===== config.mk =====
export PLATFORM = sky130hd
export DESIGN_NAME = indexed_circular_list_store_unit
export DESIGN_NICKNAME = d
export VERILOG_FILES = /design/src/hdl/icl_pkg.sv /design/src/hdl/icl_slot_alloc.sv /design/src/hdl/indexed_circular_list_store_unit.sv
export SDC_FILE = /design/constraint.sdc
export NUM_CORES = 1
export LEC_CHECK = 0
export BUFFER_PORTS_ARGS = -buffer_cell sky130_fd_sc_hd__buf_4
export CORE_MARGIN = 4
export CORE_UTILIZATION = 67
export DETAILED_ROUTE_END_ITERATION = 6
export PLACE_DENSITY = 0.85
export RECOVER_POWER = 100
export SLEW_MARGIN = 20
export SYNTH_ARGS = -nofsm -noshare
export SYNTH_HDL_FRONTEND = slang
export SYNTH_SLANG_ARGS = --single-unit
export TNS_END_PERCENT = 5

===== constraint.sdc =====
create_clock -name clock -period 9.7 [get_ports clock]
set_clock_uncertainty 0.05 [all_clocks]
set_input_delay 1.455 -clock clock [delete_from_list [all_inputs] [get_ports clock]]
set_output_delay 1.455 -clock clock [all_outputs]
set_load 0.005 [all_outputs]

===== src/hdl/icl_pkg.sv =====
// shared constants, codes and word types of the list store
package icl_pkg;

   localparam int CAPACITY   = 16;
   localparam int DATA_WIDTH = 32;
   localparam int SLOT_W     = $clog2(CAPACITY);
   localparam int CNT_W      = $clog2(CAPACITY + 1);
   localparam int POS_W      = 5;
   localparam int CMP_W      = (CNT_W > POS_W) ? CNT_W : POS_W;

   localparam logic [1:0] KIND_INSERT = 2'd0;
   localparam logic [1:0] KIND_DELETE = 2'd1;
   localparam logic [1:0] KIND_READ   = 2'd2;

   localparam logic [1:0] STATUS_OK    = 2'd0;
   localparam logic [1:0] STATUS_RANGE = 2'd1;
   localparam logic [1:0] STATUS_FULL  = 2'd2;

   typedef logic [SLOT_W-1:0]            slot_type;
   typedef logic [CNT_W-1:0]             count_type;
   typedef logic signed [DATA_WIDTH-1:0] data_type;

   typedef struct packed {
      logic [1:0]        kind;
      logic [POS_W-1:0]  position;
      logic signed [31:0] value;
   } req_type;

   typedef struct packed {
      logic [1:0]        status;
      logic signed [31:0] read_value;
      logic [4:0]        entry_total;
   } rsp_type;

   typedef struct packed {
      logic     take;
      logic     release_slot;
      slot_type rel_slot;
   } alloc_ctl_type;

endpackage


===== src/hdl/icl_slot_alloc.sv =====
// free slot mask with lowest-free selection
module icl_slot_alloc (
   input  logic                  clock,
   input  logic                  reset,
   input  icl_pkg::alloc_ctl_type ctl,
   output icl_pkg::slot_type     free_slot
);
   import icl_pkg::*;

   logic [CAPACITY-1:0] free_ff;
   logic [CAPACITY-1:0] free_in;
   slot_type            lowest;

   always_comb begin
      lowest = '0;
      for (int i = CAPACITY - 1; i >= 0; i--) begin
         if (free_ff[i]) begin
            lowest = SLOT_W'(i);
         end
      end
   end

   assign free_slot = lowest;

   always_comb begin
      free_in = free_ff;
      if (ctl.take) begin
         free_in[lowest] = 1'b0;
      end
      if (ctl.release_slot) begin
         free_in[ctl.rel_slot] = 1'b1;
      end
   end

   always_ff @(posedge clock) begin
      if (reset) begin
         free_ff <= '1;
      end else begin
         free_ff <= free_in;
      end
   end

endmodule


===== src/hdl/indexed_circular_list_store_unit.sv =====
// top level: indexed circular doubly linked list store in slot memories
//
//   channel   ports                      handshake
//   request   req_word                   accepted when start && !busy
//   result    rsp_word                   valid while rsp_strobe, one cycle
//
// errors, the unused kind and an insert into an empty store answer the cycle
// after the word is accepted and leave busy low
// read and delete pass the walk and fetch states before the strobe, insert
// also link; hops are taken from the nearer end, at most CAPACITY / 2 - 1 of them;
// the link walk does one hop per cycle through the next or prev memory
// reset empties the list: slot memories are not cleared, only
// the free mask, head, tail and count are
// the next word can be started in the strobe cycle; results cannot be stalled
module indexed_circular_list_store_unit (
   input  logic             clock,
   input  logic             reset,
   input  logic             start,
   output logic             busy,
   input  icl_pkg::req_type req_word,
   output logic             rsp_strobe,
   output icl_pkg::rsp_type rsp_word
);
   import icl_pkg::*;

   typedef enum logic [1:0] {S_IDLE, S_WALK, S_FETCH, S_LINK} state_type;

   // control state
   state_type     state_ff, state_in;
   logic [1:0]    op_ff, op_in;
   logic [CMP_W-1:0] pos_ff, pos_in;
   data_type      val_ff, val_in;
   logic          fwd_ff, fwd_in;
   logic          pend_ff, pend_in;
   slot_type      cur_ff, cur_in;
   slot_type      rem_ff, rem_in;
   slot_type      tgt_ff, tgt_in;
   slot_type      head_ff, head_in;
   slot_type      tail_ff, tail_in;
   count_type     count_ff, count_in;
   logic          rsp_valid_ff, rsp_valid_in;
   rsp_type       rsp_ff, rsp_in;

   // slot memories, one write and one read port each
   data_type      val_mem_ff  [CAPACITY];
   slot_type      next_mem_ff [CAPACITY];
   slot_type      prev_mem_ff [CAPACITY];
   data_type      val_q_ff;
   slot_type      next_q_ff;
   slot_type      prev_q_ff;
   slot_type      raddr;
   logic          val_we, next_we, prev_we;
   slot_type      val_wa, next_wa, prev_wa;
   data_type      val_wd;
   slot_type      next_wd, prev_wd;

   alloc_ctl_type alloc_ctl;
   slot_type      free_slot;

   logic             accept;
   logic [CMP_W-1:0] pos_c;
   logic [CMP_W-1:0] cnt_c;
   slot_type         walk_cur;

   icl_slot_alloc u_alloc (
      .clock     (clock),
      .reset     (reset),
      .ctl       (alloc_ctl),
      .free_slot (free_slot)
   );

   assign busy   = (state_ff != S_IDLE);
   assign accept = start && !busy;
   assign pos_c  = CMP_W'(req_word.position);
   assign cnt_c  = CMP_W'(count_ff);

   // walk position: once a hop read is in flight, its data is the next slot
   assign walk_cur = pend_ff ? (fwd_ff ? next_q_ff : prev_q_ff) : cur_ff;
   assign raddr    = walk_cur;

   always_comb begin
      state_in     = state_ff;
      op_in        = op_ff;
      pos_in       = pos_ff;
      val_in       = val_ff;
      fwd_in       = fwd_ff;
      pend_in      = pend_ff;
      cur_in       = cur_ff;
      rem_in       = rem_ff;
      tgt_in       = tgt_ff;
      head_in      = head_ff;
      tail_in      = tail_ff;
      count_in     = count_ff;
      rsp_valid_in = 1'b0;
      rsp_in       = rsp_ff;
      val_we       = 1'b0;
      val_wa       = free_slot;
      val_wd       = val_ff;
      next_we      = 1'b0;
      next_wa      = free_slot;
      next_wd      = tgt_ff;
      prev_we      = 1'b0;
      prev_wa      = free_slot;
      prev_wd      = cur_ff;
      alloc_ctl    = '0;
      alloc_ctl.rel_slot = tgt_ff;

      unique case (state_ff)
         S_IDLE: begin
            if (accept) begin
               op_in   = req_word.kind;
               pos_in  = pos_c;
               val_in  = DATA_WIDTH'(req_word.value);
               pend_in = 1'b0;
               rsp_in.status     = STATUS_OK;
               rsp_in.read_value = '0;
               // locate setup from the nearer end
               if (pos_c < (cnt_c >> 1)) begin
                  fwd_in = 1'b1;
                  cur_in = head_ff;
                  rem_in = SLOT_W'(pos_c);
               end else begin
                  fwd_in = 1'b0;
                  cur_in = tail_ff;
                  rem_in = SLOT_W'(cnt_c - CMP_W'(1) - pos_c);
               end
               case (req_word.kind) inside
                  KIND_INSERT: begin
                     if (pos_c > cnt_c) begin
                        rsp_in.status = STATUS_RANGE;
                        rsp_valid_in  = 1'b1;
                     end else if (32'(count_ff) == CAPACITY) begin
                        rsp_in.status = STATUS_FULL;
                        rsp_valid_in  = 1'b1;
                     end else if (count_ff == '0) begin
                        // first entry links to itself
                        val_we   = 1'b1;
                        val_wd   = DATA_WIDTH'(req_word.value);
                        next_we  = 1'b1;
                        next_wd  = free_slot;
                        prev_we  = 1'b1;
                        prev_wd  = free_slot;
                        head_in  = free_slot;
                        tail_in  = free_slot;
                        count_in = count_ff + count_type'(1);
                        alloc_ctl.take = 1'b1;
                        rsp_valid_in   = 1'b1;
                     end else begin
                        if (pos_c == cnt_c) begin
                           // append: successor is the head
                           cur_in = head_ff;
                           rem_in = '0;
                        end
                        state_in = S_WALK;
                     end
                  end
                  KIND_DELETE, KIND_READ: begin
                     if (pos_c >= cnt_c) begin
                        rsp_in.status = STATUS_RANGE;
                        rsp_valid_in  = 1'b1;
                     end else begin
                        state_in = S_WALK;
                     end
                  end
                  default: begin
                     rsp_valid_in = 1'b1;
                  end
               endcase
            end
         end
         S_WALK: begin
            if (rem_ff == '0) begin
               // target found, its links and value are read this cycle
               tgt_in   = walk_cur;
               state_in = S_FETCH;
            end else begin
               cur_in  = walk_cur;
               rem_in  = rem_ff - slot_type'(1);
               pend_in = 1'b1;
            end
         end
         S_FETCH: begin
            rsp_in.status     = STATUS_OK;
            rsp_in.read_value = '0;
            case (op_ff)
               KIND_READ: begin
                  rsp_in.read_value = 32'(val_q_ff);
                  rsp_valid_in      = 1'b1;
                  state_in          = S_IDLE;
               end
               KIND_DELETE: begin
                  if (count_ff == count_type'(1)) begin
                     head_in = '0;
                     tail_in = '0;
                  end else begin
                     // unlink: pred -> succ and succ -> pred
                     next_we = 1'b1;
                     next_wa = prev_q_ff;
                     next_wd = next_q_ff;
                     prev_we = 1'b1;
                     prev_wa = next_q_ff;
                     prev_wd = prev_q_ff;
                     if (tgt_ff == head_ff) begin
                        head_in = next_q_ff;
                     end
                     if (tgt_ff == tail_ff) begin
                        tail_in = prev_q_ff;
                     end
                  end
                  alloc_ctl.release_slot = 1'b1;
                  count_in     = count_ff - count_type'(1);
                  rsp_valid_in = 1'b1;
                  state_in     = S_IDLE;
               end
               KIND_INSERT: begin
                  // neighbors point at the new slot, pred kept for the next step
                  next_we  = 1'b1;
                  next_wa  = prev_q_ff;
                  next_wd  = free_slot;
                  prev_we  = 1'b1;
                  prev_wa  = tgt_ff;
                  prev_wd  = free_slot;
                  cur_in   = prev_q_ff;
                  state_in = S_LINK;
               end
               default: begin
                  state_in = S_IDLE;
               end
            endcase
         end
         S_LINK: begin
            // new slot points at its neighbors and takes the value
            val_we  = 1'b1;
            next_we = 1'b1;
            next_wd = tgt_ff;
            prev_we = 1'b1;
            prev_wd = cur_ff;
            if (pos_ff == '0) begin
               head_in = free_slot;
            end
            if (pos_ff == cnt_c) begin
               tail_in = free_slot;
            end
            alloc_ctl.take = 1'b1;
            count_in       = count_ff + count_type'(1);
            rsp_valid_in   = 1'b1;
            state_in       = S_IDLE;
         end
         default: begin
            state_in = S_IDLE;
         end
      endcase

      rsp_in.entry_total = 5'(count_in);
   end

   always_ff @(posedge clock) begin
      if (reset) begin
         state_ff     <= S_IDLE;
         pend_ff      <= 1'b0;
         head_ff      <= '0;
         tail_ff      <= '0;
         count_ff     <= '0;
         rsp_valid_ff <= 1'b0;
      end else begin
         state_ff     <= state_in;
         pend_ff      <= pend_in;
         head_ff      <= head_in;
         tail_ff      <= tail_in;
         count_ff     <= count_in;
         rsp_valid_ff <= rsp_valid_in;
      end
      op_ff  <= op_in;
      pos_ff <= pos_in;
      val_ff <= val_in;
      fwd_ff <= fwd_in;
      cur_ff <= cur_in;
      rem_ff <= rem_in;
      tgt_ff <= tgt_in;
      rsp_ff <= rsp_in;
   end

   // slot memories, read data registered
   always_ff @(posedge clock) begin
      if (val_we) begin
         val_mem_ff[val_wa] <= val_wd;
      end
      if (next_we) begin
         next_mem_ff[next_wa] <= next_wd;
      end
      if (prev_we) begin
         prev_mem_ff[prev_wa] <= prev_wd;
      end
      val_q_ff  <= val_mem_ff[raddr];
      next_q_ff <= next_mem_ff[raddr];
      prev_q_ff <= prev_mem_ff[raddr];
   end

   assign rsp_strobe = rsp_valid_ff;
   assign rsp_word   = rsp_ff;

endmodule


==> results_dict.tcl, run 1 <==
set metrics [dict create \
    status "finished with violations" \
    violations "capacitance limit, slew limit" \
    core-area_um2 50100 \
    fin_area_um2 37500 \
    finalSetupTns_ps 0 \
    grt_pass1_wl_mm 117 \
    synthTopCellsByArea "edfxtp_1, mux2i_1, dfxtp_1" \
    dieWidth_um 233 \
    first_iter_violations 2175 \
    hp-start "val_q_ff[7]" \
    rsz0062_at_grt "no" \
    reg2reg_slack_ps 3050 \
    critPathRequiredTime_ps 10150 \
    max_slew_margin_pct -195 \
    firstDrtPassIters 7 \
    fin_crit_sh_pct 68.5 \
    cp_cell_sequence "mux2i_1 > a21o_1 > clkbuf_1 > buf_4 > mux2i_1 > mux2i_1 > mux2i_1" \
    antenna_found_initial 1 \
    max_freq_mhz 150 \
    port-buffer-count 82 \
    cpMostUsedCell "mux2i_1" \
    h-tree-depth 3 \
    tightestPinTransition_ps 4420 \
    yosysTopAreaCell "edfxtp_1" \
    ys_seq_area_share_pct 68.9 \
    synth_top_area_share_pct 64.3 \
    cp.arrival_ps 7100 \
    critPathMaxFanout 54 \
    cts.sinks 804 \
    timing.rr.start "fwd_ff" \
    synth_flop_cell "edfxtp_1" \
    die_area_um2 54200 \
    placed_cell_area_um2 35000 \
    drive_gt1_share_pct 8.65 \
    postLayoutCoreUtil_pct 74.8 \
    p_per_area_nw_per_um2 288 \
    clk_pin_slew_worst_paths_ps 60 \
    cp_top_family "buffers and inverters" \
    cts.hold.buffers_added 0 \
    synth_edf_count 726 \
    rr_worst_depth 7 \
    synth_warnings 0 \
    syn_nets 2249 \
    setup_viol 0 \
    drc 0 \
    start_util_pct 67.7 \
    gp_congestion 0.920 \
    synth-seq-cells 804 \
    wl_per_cell_um 26.2 \
    dpl.hpwl_mm 42.9 \
    cts_tree "yes" \
    clk_latency_ps 620 \
    cts_buffer_depth 3 \
    start_kind "flop" \
    holdPathStages 1 \
    ant_nets 0 \
    cp_slowest_cell "clkbuf_1" \
    syn_area_um2 33900 \
    critPathKind "reg2reg" \
    crit_path_max_incr_delay_ps 3090 \
    post_cts_buffers 0 \
    via_per_inst 6.48 \
    min_path_type "reg2reg" \
    startpoint "fwd_ff" \
    grt_usage_pct 28.9 \
    rr_endpoint "val_q_ff[22]" \
    die-height_um 233 \
    routed_wirelength_mm 78.6 \
    nNetsFinal 2323 \
    async_flop_share_pct 0 \
    syn_inst 2183 \
    io_pins 83 \
    worst_setup_path_end_kind "flop" \
    max-cap-violations 21 \
    gr-total-overflow 0 \
    fp-row-count 82 \
    synth_area_per_cell_um2 15.5 \
    crit_buf_inv 2 \
    ctsResizeCount 0 \
    min_to "rsp_word[12]" \
    grt_pass1_vias 19500 \
    p_leak_uw 0.0142 \
    vias 19400 \
    period_needed_ps 6650 \
    grt_max_degree 68 \
    cts_buffers 79 \
    ir_drop_uv 221 \
    area_growth_pct 10.6 \
    final_max_slew_viol_count 732 \
    hold_viol_final 0 \
    synth_cell_types 77 \
    cts_root_buffer "clkbuf_16" \
]
-- through the flow --
stage	instances	hold slack, ps	total power, µW	setup WS, ps
after floorplan	2183	424	6760	5060
after global placement	2847	459	7420	5140
after detailed placement	2847	470	7530	5100
after CTS	2994	482	10700	5220
after global routing	2995	505	11200	2810
final	2996	490	10800	3050
-- how the worst max path moves through the flow --
| stage | end | slack (ps) | cells after the start |
|---|---|---|---|
| detailed placement | val_mem_ff[14][10] | 5100 | 9 |
| global placement | val_mem_ff[14][10] | 5140 | 9 |
| floorplan | val_mem_ff[12][0] | 5060 | 8 |
| finish | val_q_ff[22] | 3050 | 7 |
| CTS | val_q_ff[2] | 5220 | 8 |
| global route | prev_mem_ff[15][2] | 2810 | 9 |
-- metal layers --
metal	GRT usage, %	wire [µm]	up-vias
li1	-	-	8513
met4	9.64	2230	0
met2	47.3	38700	979
met5	0	0	-
met3	5.28	6500	161
met1	39.7	31200	9752
-- layout by cell type, fill, tap and decap left out, drive strengths merged, types with 11 or more instances in the layout --
master,n
a21oi,47
a221o,19
and3,37
buf,17
clkbuf,192
clkinv,31
dfxtp,78
edfxtp,726
ha,23
inv,50
mux2i,608
nand2,148
nand3,21
nor2,83
nor2b,11
nor3,13
o21ai,45
xor2,12
-- final cells by class --
type | instances | area [µm²]
timing repair buffer | 109 | 612
antenna | 1 | 2.50
inverter | 47 | 176
clock buffer | 100 | 2180
tap | 672 | 841
sequential | 804 | 23400
multi-input combinational | 1216 | 9770
clock inverter | 47 | 520
fill | 2985 | 12600
-- cell usage after synthesis, types with 3 or more instances --
library cell,number
a2111oi_0,3
a211o_1,7
a211oi_1,9
a21o_1,9
a21oi_1,45
a221o_1,18
a221oi_1,7
a22oi_1,7
a31o_2,3
a31oi_1,5
and2_1,3
and3_1,37
buf_1,11
buf_2,28
buf_4,32
buf_6,3
clkbuf_1,41
dfxtp_1,78
edfxtp_1,726
ha_1,23
inv_1,46
mux2i_1,608
nand2_1,148
nand2b_1,8
nand3_1,19
nand4_1,5
nor2_1,83
nor2b_1,11
nor3_1,12
nor3b_1,3
nor4_1,6
o211ai_1,9
o21a_1,3
o21ai_0,42
o22ai_1,7
o31ai_1,3
o41ai_1,5
or3_1,3
or4_1,3
xnor2_1,7
xor2_1,12
-- report_power, final --
group | switching (µW) | total [µW] | internal, µW
combinational | 1910 | 3270 | 1370
sequential | 135 | 4370 | 4230
clock | 1300 | 3150 | 1850
-- state kept, by name, summed over array words and instances, names as in the netlist, 2 cells and up --
signal	flops
tgt_ff	4
next_mem_ff	64
state_ff	2
tail_ff	4
cnt_c	5
pos_ff	5
head_ff	4
val_mem_ff	512
val_q_ff	32
next_q_ff	4
prev_mem_ff	64
rsp_word	39
rem_ff	4
u_alloc.free_ff	16
val_ff	32
cur_ff	4
prev_q_ff	4
op_ff	2
-- kinds of logic (layout without fill, tap and decap cells) --
kind of cell               Yosys count  count (layout)  synth area share, %
DFF                                804             804                 68.9
xor gates and xnor gates            19              19                0.491
muxes                              610             610                 18.0
other                                0               1                    0
buffers and inverters              163             303                 2.33
AOI/OAI and AO/OA                  210             210                 4.39
adders and majority gates           24              24                0.908
and+or+nand+nor                    353             353                 4.92
No activity file was read; power rests on OpenSTA's default activity.
==> inputs of run 2 (changes only) <==
- CORE_UTILIZATION: 67 -> 56
- PLACE_DENSITY: 0.85 -> 0.75
- clock period: 9.7 -> 5.4 ns (I/O delays scaled with it)
==> run 2 against run 1 <==
Routed wire length down 2.6%. Highest routed layer unchanged. First-iteration DRC count down 21%. The flow still finishes with violations (capacitance limit, slew limit). Sequential power up 80%. Combinational power up 74%. Register-to-register slack worse by 2300 ps. Final cell count up 3.8%.
==> results_dict.tcl, run 2 (synthesized netlist as in run 1, its figures left out) <==
set metrics [dict create \
    rsz0062_at_grt "no" \
    ant_nets 0 \
    wl_per_cell_um 24.6 \
    max_freq_mhz 214 \
    hold_viol_final 0 \
    drc 0 \
    fin_crit_sh_pct 86.4 \
    startpoint "state_ff[0]" \
    clk_pin_slew_worst_paths_ps 60 \
    p_leak_uw 0.0143 \
    start_kind "flop" \
    drive_gt1_share_pct 9.29 \
    largest_reg_flops 512 \
    critPathRequiredTime_ps 5610 \
    area_growth_pct 11.0 \
    tightestPinTransition_ps 3330 \
    cts_root_buffer "clkbuf_16" \
    cp_cell_sequence "inv_1 > ha_1 > clkbuf_1 > and2_0 > nand2_1 > o221ai_1 > a21oi_1 > a21o_1" \
    nNetsFinal 2334 \
    ctsResizeCount 0 \
    grt_max_degree 110 \
    dpl.hpwl_mm 45.5 \
    core-area_um2 59500 \
    crit_path_max_incr_delay_ps 1310 \
    layout.cells.non_filler 3110 \
    top_register "val_mem_ff" \
    h-tree-depth 3 \
    setup_viol 0 \
    critPathMaxFanout 30 \
    final_max_slew_viol_count 165 \
    finalSetupTns_ps 0 \
    die_area_um2 64500 \
    timing.rr.start "state_ff[0]" \
    cts.hold.buffers_added 0 \
    io_pins 83 \
    cts_tree "yes" \
    cts_buffers 81 \
    final_common_cell "edfxtp_1" \
    cts_buffer_depth 3 \
    hp-start "req_word[29]" \
    layout_common_cells "edfxtp_1, mux2i_1, nand2_1" \
    gr-total-overflow 0 \
    firstDrtPassIters 6 \
    grt_pass1_vias 19000 \
    period_needed_ps 4670 \
    critPathKind "reg2reg" \
    max_slew_margin_pct -122 \
    grt_pass1_wl_mm 115 \
    status "finished with violations" \
    worst_slack_ps 733 \
    postLayoutCoreUtil_pct 63.3 \
    first_iter_violations 1714 \
    max-cap-violations 7 \
    violations "capacitance limit, slew limit" \
    total_power_uw 18900 \
    die-height_um 254 \
    min_path_type "in2reg" \
    p_per_area_nw_per_um2 503 \
    clk_latency_ps 620 \
    via_per_inst 6.06 \
    place_ws_ps 1260 \
    dieWidth_um 254 \
    grt_usage_pct 23.7 \
    fp-row-count 89 \
    worst_setup_path_end_kind "flop" \
    cts.sinks 804 \
    port-buffer-count 82 \
    vias 18900 \
    antenna_found_initial 3 \
    ir_drop_uv 385 \
    cp.arrival_ps 4880 \
    gp_congestion 0.924 \
    start_util_pct 57.0 \
    cp_slowest_cell "clkbuf_1" \
    reg_top3 "val_mem_ff: 512 flops, next_mem_ff: 64 flops, prev_mem_ff: 64 flops" \
    routed_wirelength_mm 76.5 \
    post_cts_buffers 0 \
    dp_cells 2957 \
]
[run 2: cell types whose count changed in the layout (fill, tap and decap cells not counted), moves of 2 or more]
cell,change
clkinv_1,-2
clkinv_8,-2
clkinv_2,+2
bufinv_16,-5
inv_2,+5
buf_12,+8
clkbuf_4,+11
clkinvlp_4,-2
buf_4,-3
clkbuf_2,+7
inv_1,-7
[run 2: stage by stage]
stage               cell area (µm²)  hold WS [ps]
floorplan                     33900           424
global placement              35300           443
detailed placement            35300           466
CTS                           37900           274
global route                  37600           311
finish                        37600           338
[run 2: layout make-up]
| type | instances | area [µm²] |
|---|---|---|
| sequential | 804 | 23400 |
| multi-input combinational | 1216 | 9750 |
| timing repair buffer | 118 | 815 |
| fill | 4353 | 21800 |
| tap | 773 | 967 |
| inverter | 47 | 176 |
| clock inverter | 36 | 329 |
| antenna | 2 | 5.00 |
| clock buffer | 114 | 2210 |
[run 2: where the power goes]
group	total (µW)	internal (µW)	switching, µW	leakage [µW]
clock	5360	3070	2290	0.00124
sequential	7850	7600	247	0.00726
combinational	5690	2320	3370	0.00575
total	18900	13000	5910	0.0143
[run 2: worst paths after layout]
check | endpoint | slack, ps | depth (start not counted)
max | next_mem_ff[12][2] | 730 | 8
min | val_ff[29] | 340 | 1
max reg2reg | next_mem_ff[12][2] | 730 | 8
min reg2reg | head_ff[0] | 470 | 2
[run 2: worst max-delay path, delay by kind of cell (launching register included)]
family / cells / cell delay, ps
DFF: 1 / 350
adders and majority gates: 1 / 970
buffers and inverters: 2 / 1410
and+or+nand+nor: 2 / 770
AOI/OAI and AO/OA: 3 / 720
[run 2: per-layer routing]
| layer | vias up | GRT usage, % | share of wire (%) |
|---|---|---|---|
| met5 | - | 0 | 0 |
| met4 | 0 | 6.96 | 2.3 |
| met3 | 118 | 3.97 | 6.7 |
| met2 | 689 | 38.1 | 48 |
| met1 | 9500 | 33.9 | 43 |
| li1 | 8555 | - | - |
==> inputs of run 3 (changes only) <==
- ABC_AREA: not set -> 1
==> run 3 against run 2 <==
The run still ends with capacitance limit, slew limit left. Final cell count rose by 17%. Largest cell class unchanged. Final area is 1.9% lower. Synthesized cell count rose by 26%. Critical endpoint is now val_q_ff[12]. Largest power group unchanged. Critical path depth fell by 3.
==> results_dict.tcl, run 3 <==
set metrics [dict create \
    status "finished with violations" \
    violations "capacitance limit, slew limit" \
    die_area_um2 62400 \
    h-tree-depth 3 \
    reg2reg_slack_ps 630 \
    startpoint "cur_ff[2]" \
    die-height_um 250 \
    vias 22300 \
    fin_crit_sh_pct 88.4 \
    final_max_slew_viol_count 245 \
    top_register "val_mem_ff" \
    synthTopCellsByArea "edfxtp_1, nor2_1, dfxtp_1" \
    dieWidth_um 250 \
    dpl.hpwl_mm 51.8 \
    cts_buffer_depth 3 \
    crit_path_max_incr_delay_ps 2230 \
    ys_seq_area_share_pct 71.3 \
    grt_pass1_wl_mm 128 \
    start_util_pct 56.7 \
    synth_area_per_cell_um2 11.9 \
    worst-path-stages 5 \
    yosysMostFrequentCell "edfxtp_1" \
    tightestPinTransition_ps 2980 \
    via_per_inst 6.13 \
    cts_root_buffer "clkbuf_16" \
    p_per_area_nw_per_um2 500 \
    critPathRequiredTime_ps 5850 \
    fp-row-count 88 \
    port-buffer-count 82 \
    min_path_type "in2reg" \
    largest_reg_flops 512 \
    cp_slowest_cell "o21ai_1" \
    timing.rr.start "cur_ff[2]" \
    nNetsFinal 2866 \
    hold_ws_ps 334 \
    max_freq_mhz 210 \
    gr-total-overflow 0 \
    layout_common_cells "edfxtp_1, nor2_1, nand2_1" \
    cts.hold.buffers_added 0 \
    fillCellCount 4304 \
    area_growth_pct 12.6 \
    clk_pin_slew_worst_paths_ps 60 \
    ant_nets 0 \
    finalSetupTns_ps 0 \
    rsz0062_at_grt "no" \
    synth-seq-cells 804 \
    cp.arrival_ps 5220 \
    period_needed_ps 4770 \
    critPathMaxFanout 31 \
    p_leak_uw 0.0128 \
    yosysTopAreaCell "edfxtp_1" \
    hold_viol_final 0 \
    setup_viol 0 \
    crit_buf_inv 1 \
    cts.sinks 804 \
    ir_drop_uv 432 \
    max-cap-violations 6 \
    layout.cells.non_filler 3631 \
    synth_cell_types 49 \
    rr_endpoint "val_q_ff[12]" \
    cp_top_family "compound AO/OA/AOI/OAI gates" \
    synth_flop_cell "edfxtp_1" \
    drive_gt1_share_pct 8.76 \
    first_iter_violations 2700 \
    grt_pass1_vias 22000 \
    synth_warnings 0 \
    max_slew_margin_pct -99.7 \
    total_power_uw 18400 \
    dp_cells 3481 \
    syn_nets 2810 \
    worst_setup_path_end_kind "flop" \
    cp_cell_sequence "o21ai_1 > clkbuf_1 > o311ai_0 > o211ai_1 > nand2_1" \
    start_kind "flop" \
    final_common_cell "edfxtp_1" \
    antenna-diode-count 0 \
    synth_edf_count 726 \
    wl_per_cell_um 23.4 \
    synth_top_area_share_pct 66.5 \
    post_cts_buffers 0 \
    cts_tree "yes" \
    endpoint "val_q_ff[12]" \
    core-area_um2 57800 \
    routed_wirelength_mm 84.8 \
    firstDrtPassIters 6 \
    async_flop_share_pct 0 \
    grt_max_degree 130 \
    syn_area_um2 32800 \
    gp_congestion 0.944 \
    io_pins 83 \
    grt_usage_pct 26.5 \
    clk_latency_ps 640 \
    reg_top3 "val_mem_ff: 512 flops, next_mem_ff: 64 flops, prev_mem_ff: 64 flops" \
    antenna_found_initial 0 \
    critPathKind "reg2reg" \
    cts_buffers 81 \
    rr_worst_depth 5 \
    drc 0 \
    syn_inst 2744 \
    synthTopCellsByCount "edfxtp_1, nor2_1, nand2_1, o21ai_0, inv_1" \
    ctsResizeCount 0 \
]
## run 3: cells by family after synthesis
family	after synthesis	synth area share [%]
DFF	804	71.3
and+or+nand+nor	1047	12.4
buffers and inverters	290	3.52
AOI/OAI and AO/OA	566	11.5
xor gates and xnor gates	13	0.348
adders and majority gates	24	0.939
## run 3: power by group
group	internal (µW)	switching, µW	leakage, µW	total (µW)
Clock	3360	2380	0.00135	5740
Combinational	1400	3690	0.00423	5090
Sequential	7420	186	0.00726	7610
Total	12200	6260	0.0128	18400
## run 3: routing by layer
| metal | up-vias | GRT usage, % | wire, µm |
|---|---|---|---|
| met5 | - | 0 | 0 |
| met4 | 0 | 10.4 | 3080 |
| met3 | 188 | 4.99 | 7980 |
| met2 | 1156 | 42.6 | 40300 |
| met1 | 10900 | 36.3 | 33500 |
| li1 | 10000 | - | - |
## run 3: area by class of cell
cell class	instances	area, µm²	share of cell area [%]
Sequential cell	804	23400	63.3
Clock buffer	101	2210	6.00
Clock inverter	48	509	1.38
Tap cell	765	957	2.59
Timing Repair Buffer	131	975	2.64
Inverter	132	508	1.38
Multi-Input combinational cell	1650	8360	22.7
## run 3: worst min path at each step
stage | start | to | slack, ps | depth (start not counted)
after global placement | state_ff[1] | state_ff[1] | 420 | 1
after floorplan | u_alloc.free_ff[15] | u_alloc.free_ff[15] | 390 | 2
after CTS | req_word[10] | val_ff[10] | 290 | 1
final | req_word[10] | val_ff[10] | 330 | 1
after global routing | req_word[9] | val_ff[9] | 320 | 1
after detailed placement | u_alloc.free_ff[5] | u_alloc.free_ff[5] | 440 | 2
## run 3: stage by stage
step	setup slack (ps)	instance area (µm²)	util, %
5_1_grt	531	36900	63.8
4_1_cts	1310	37100	64.2
3_3_place_gp	1160	34400	59.4
3_5_place_dp	1110	34400	59.4
2_1_floorplan	1200	32800	-
6_report	628	36900	63.8
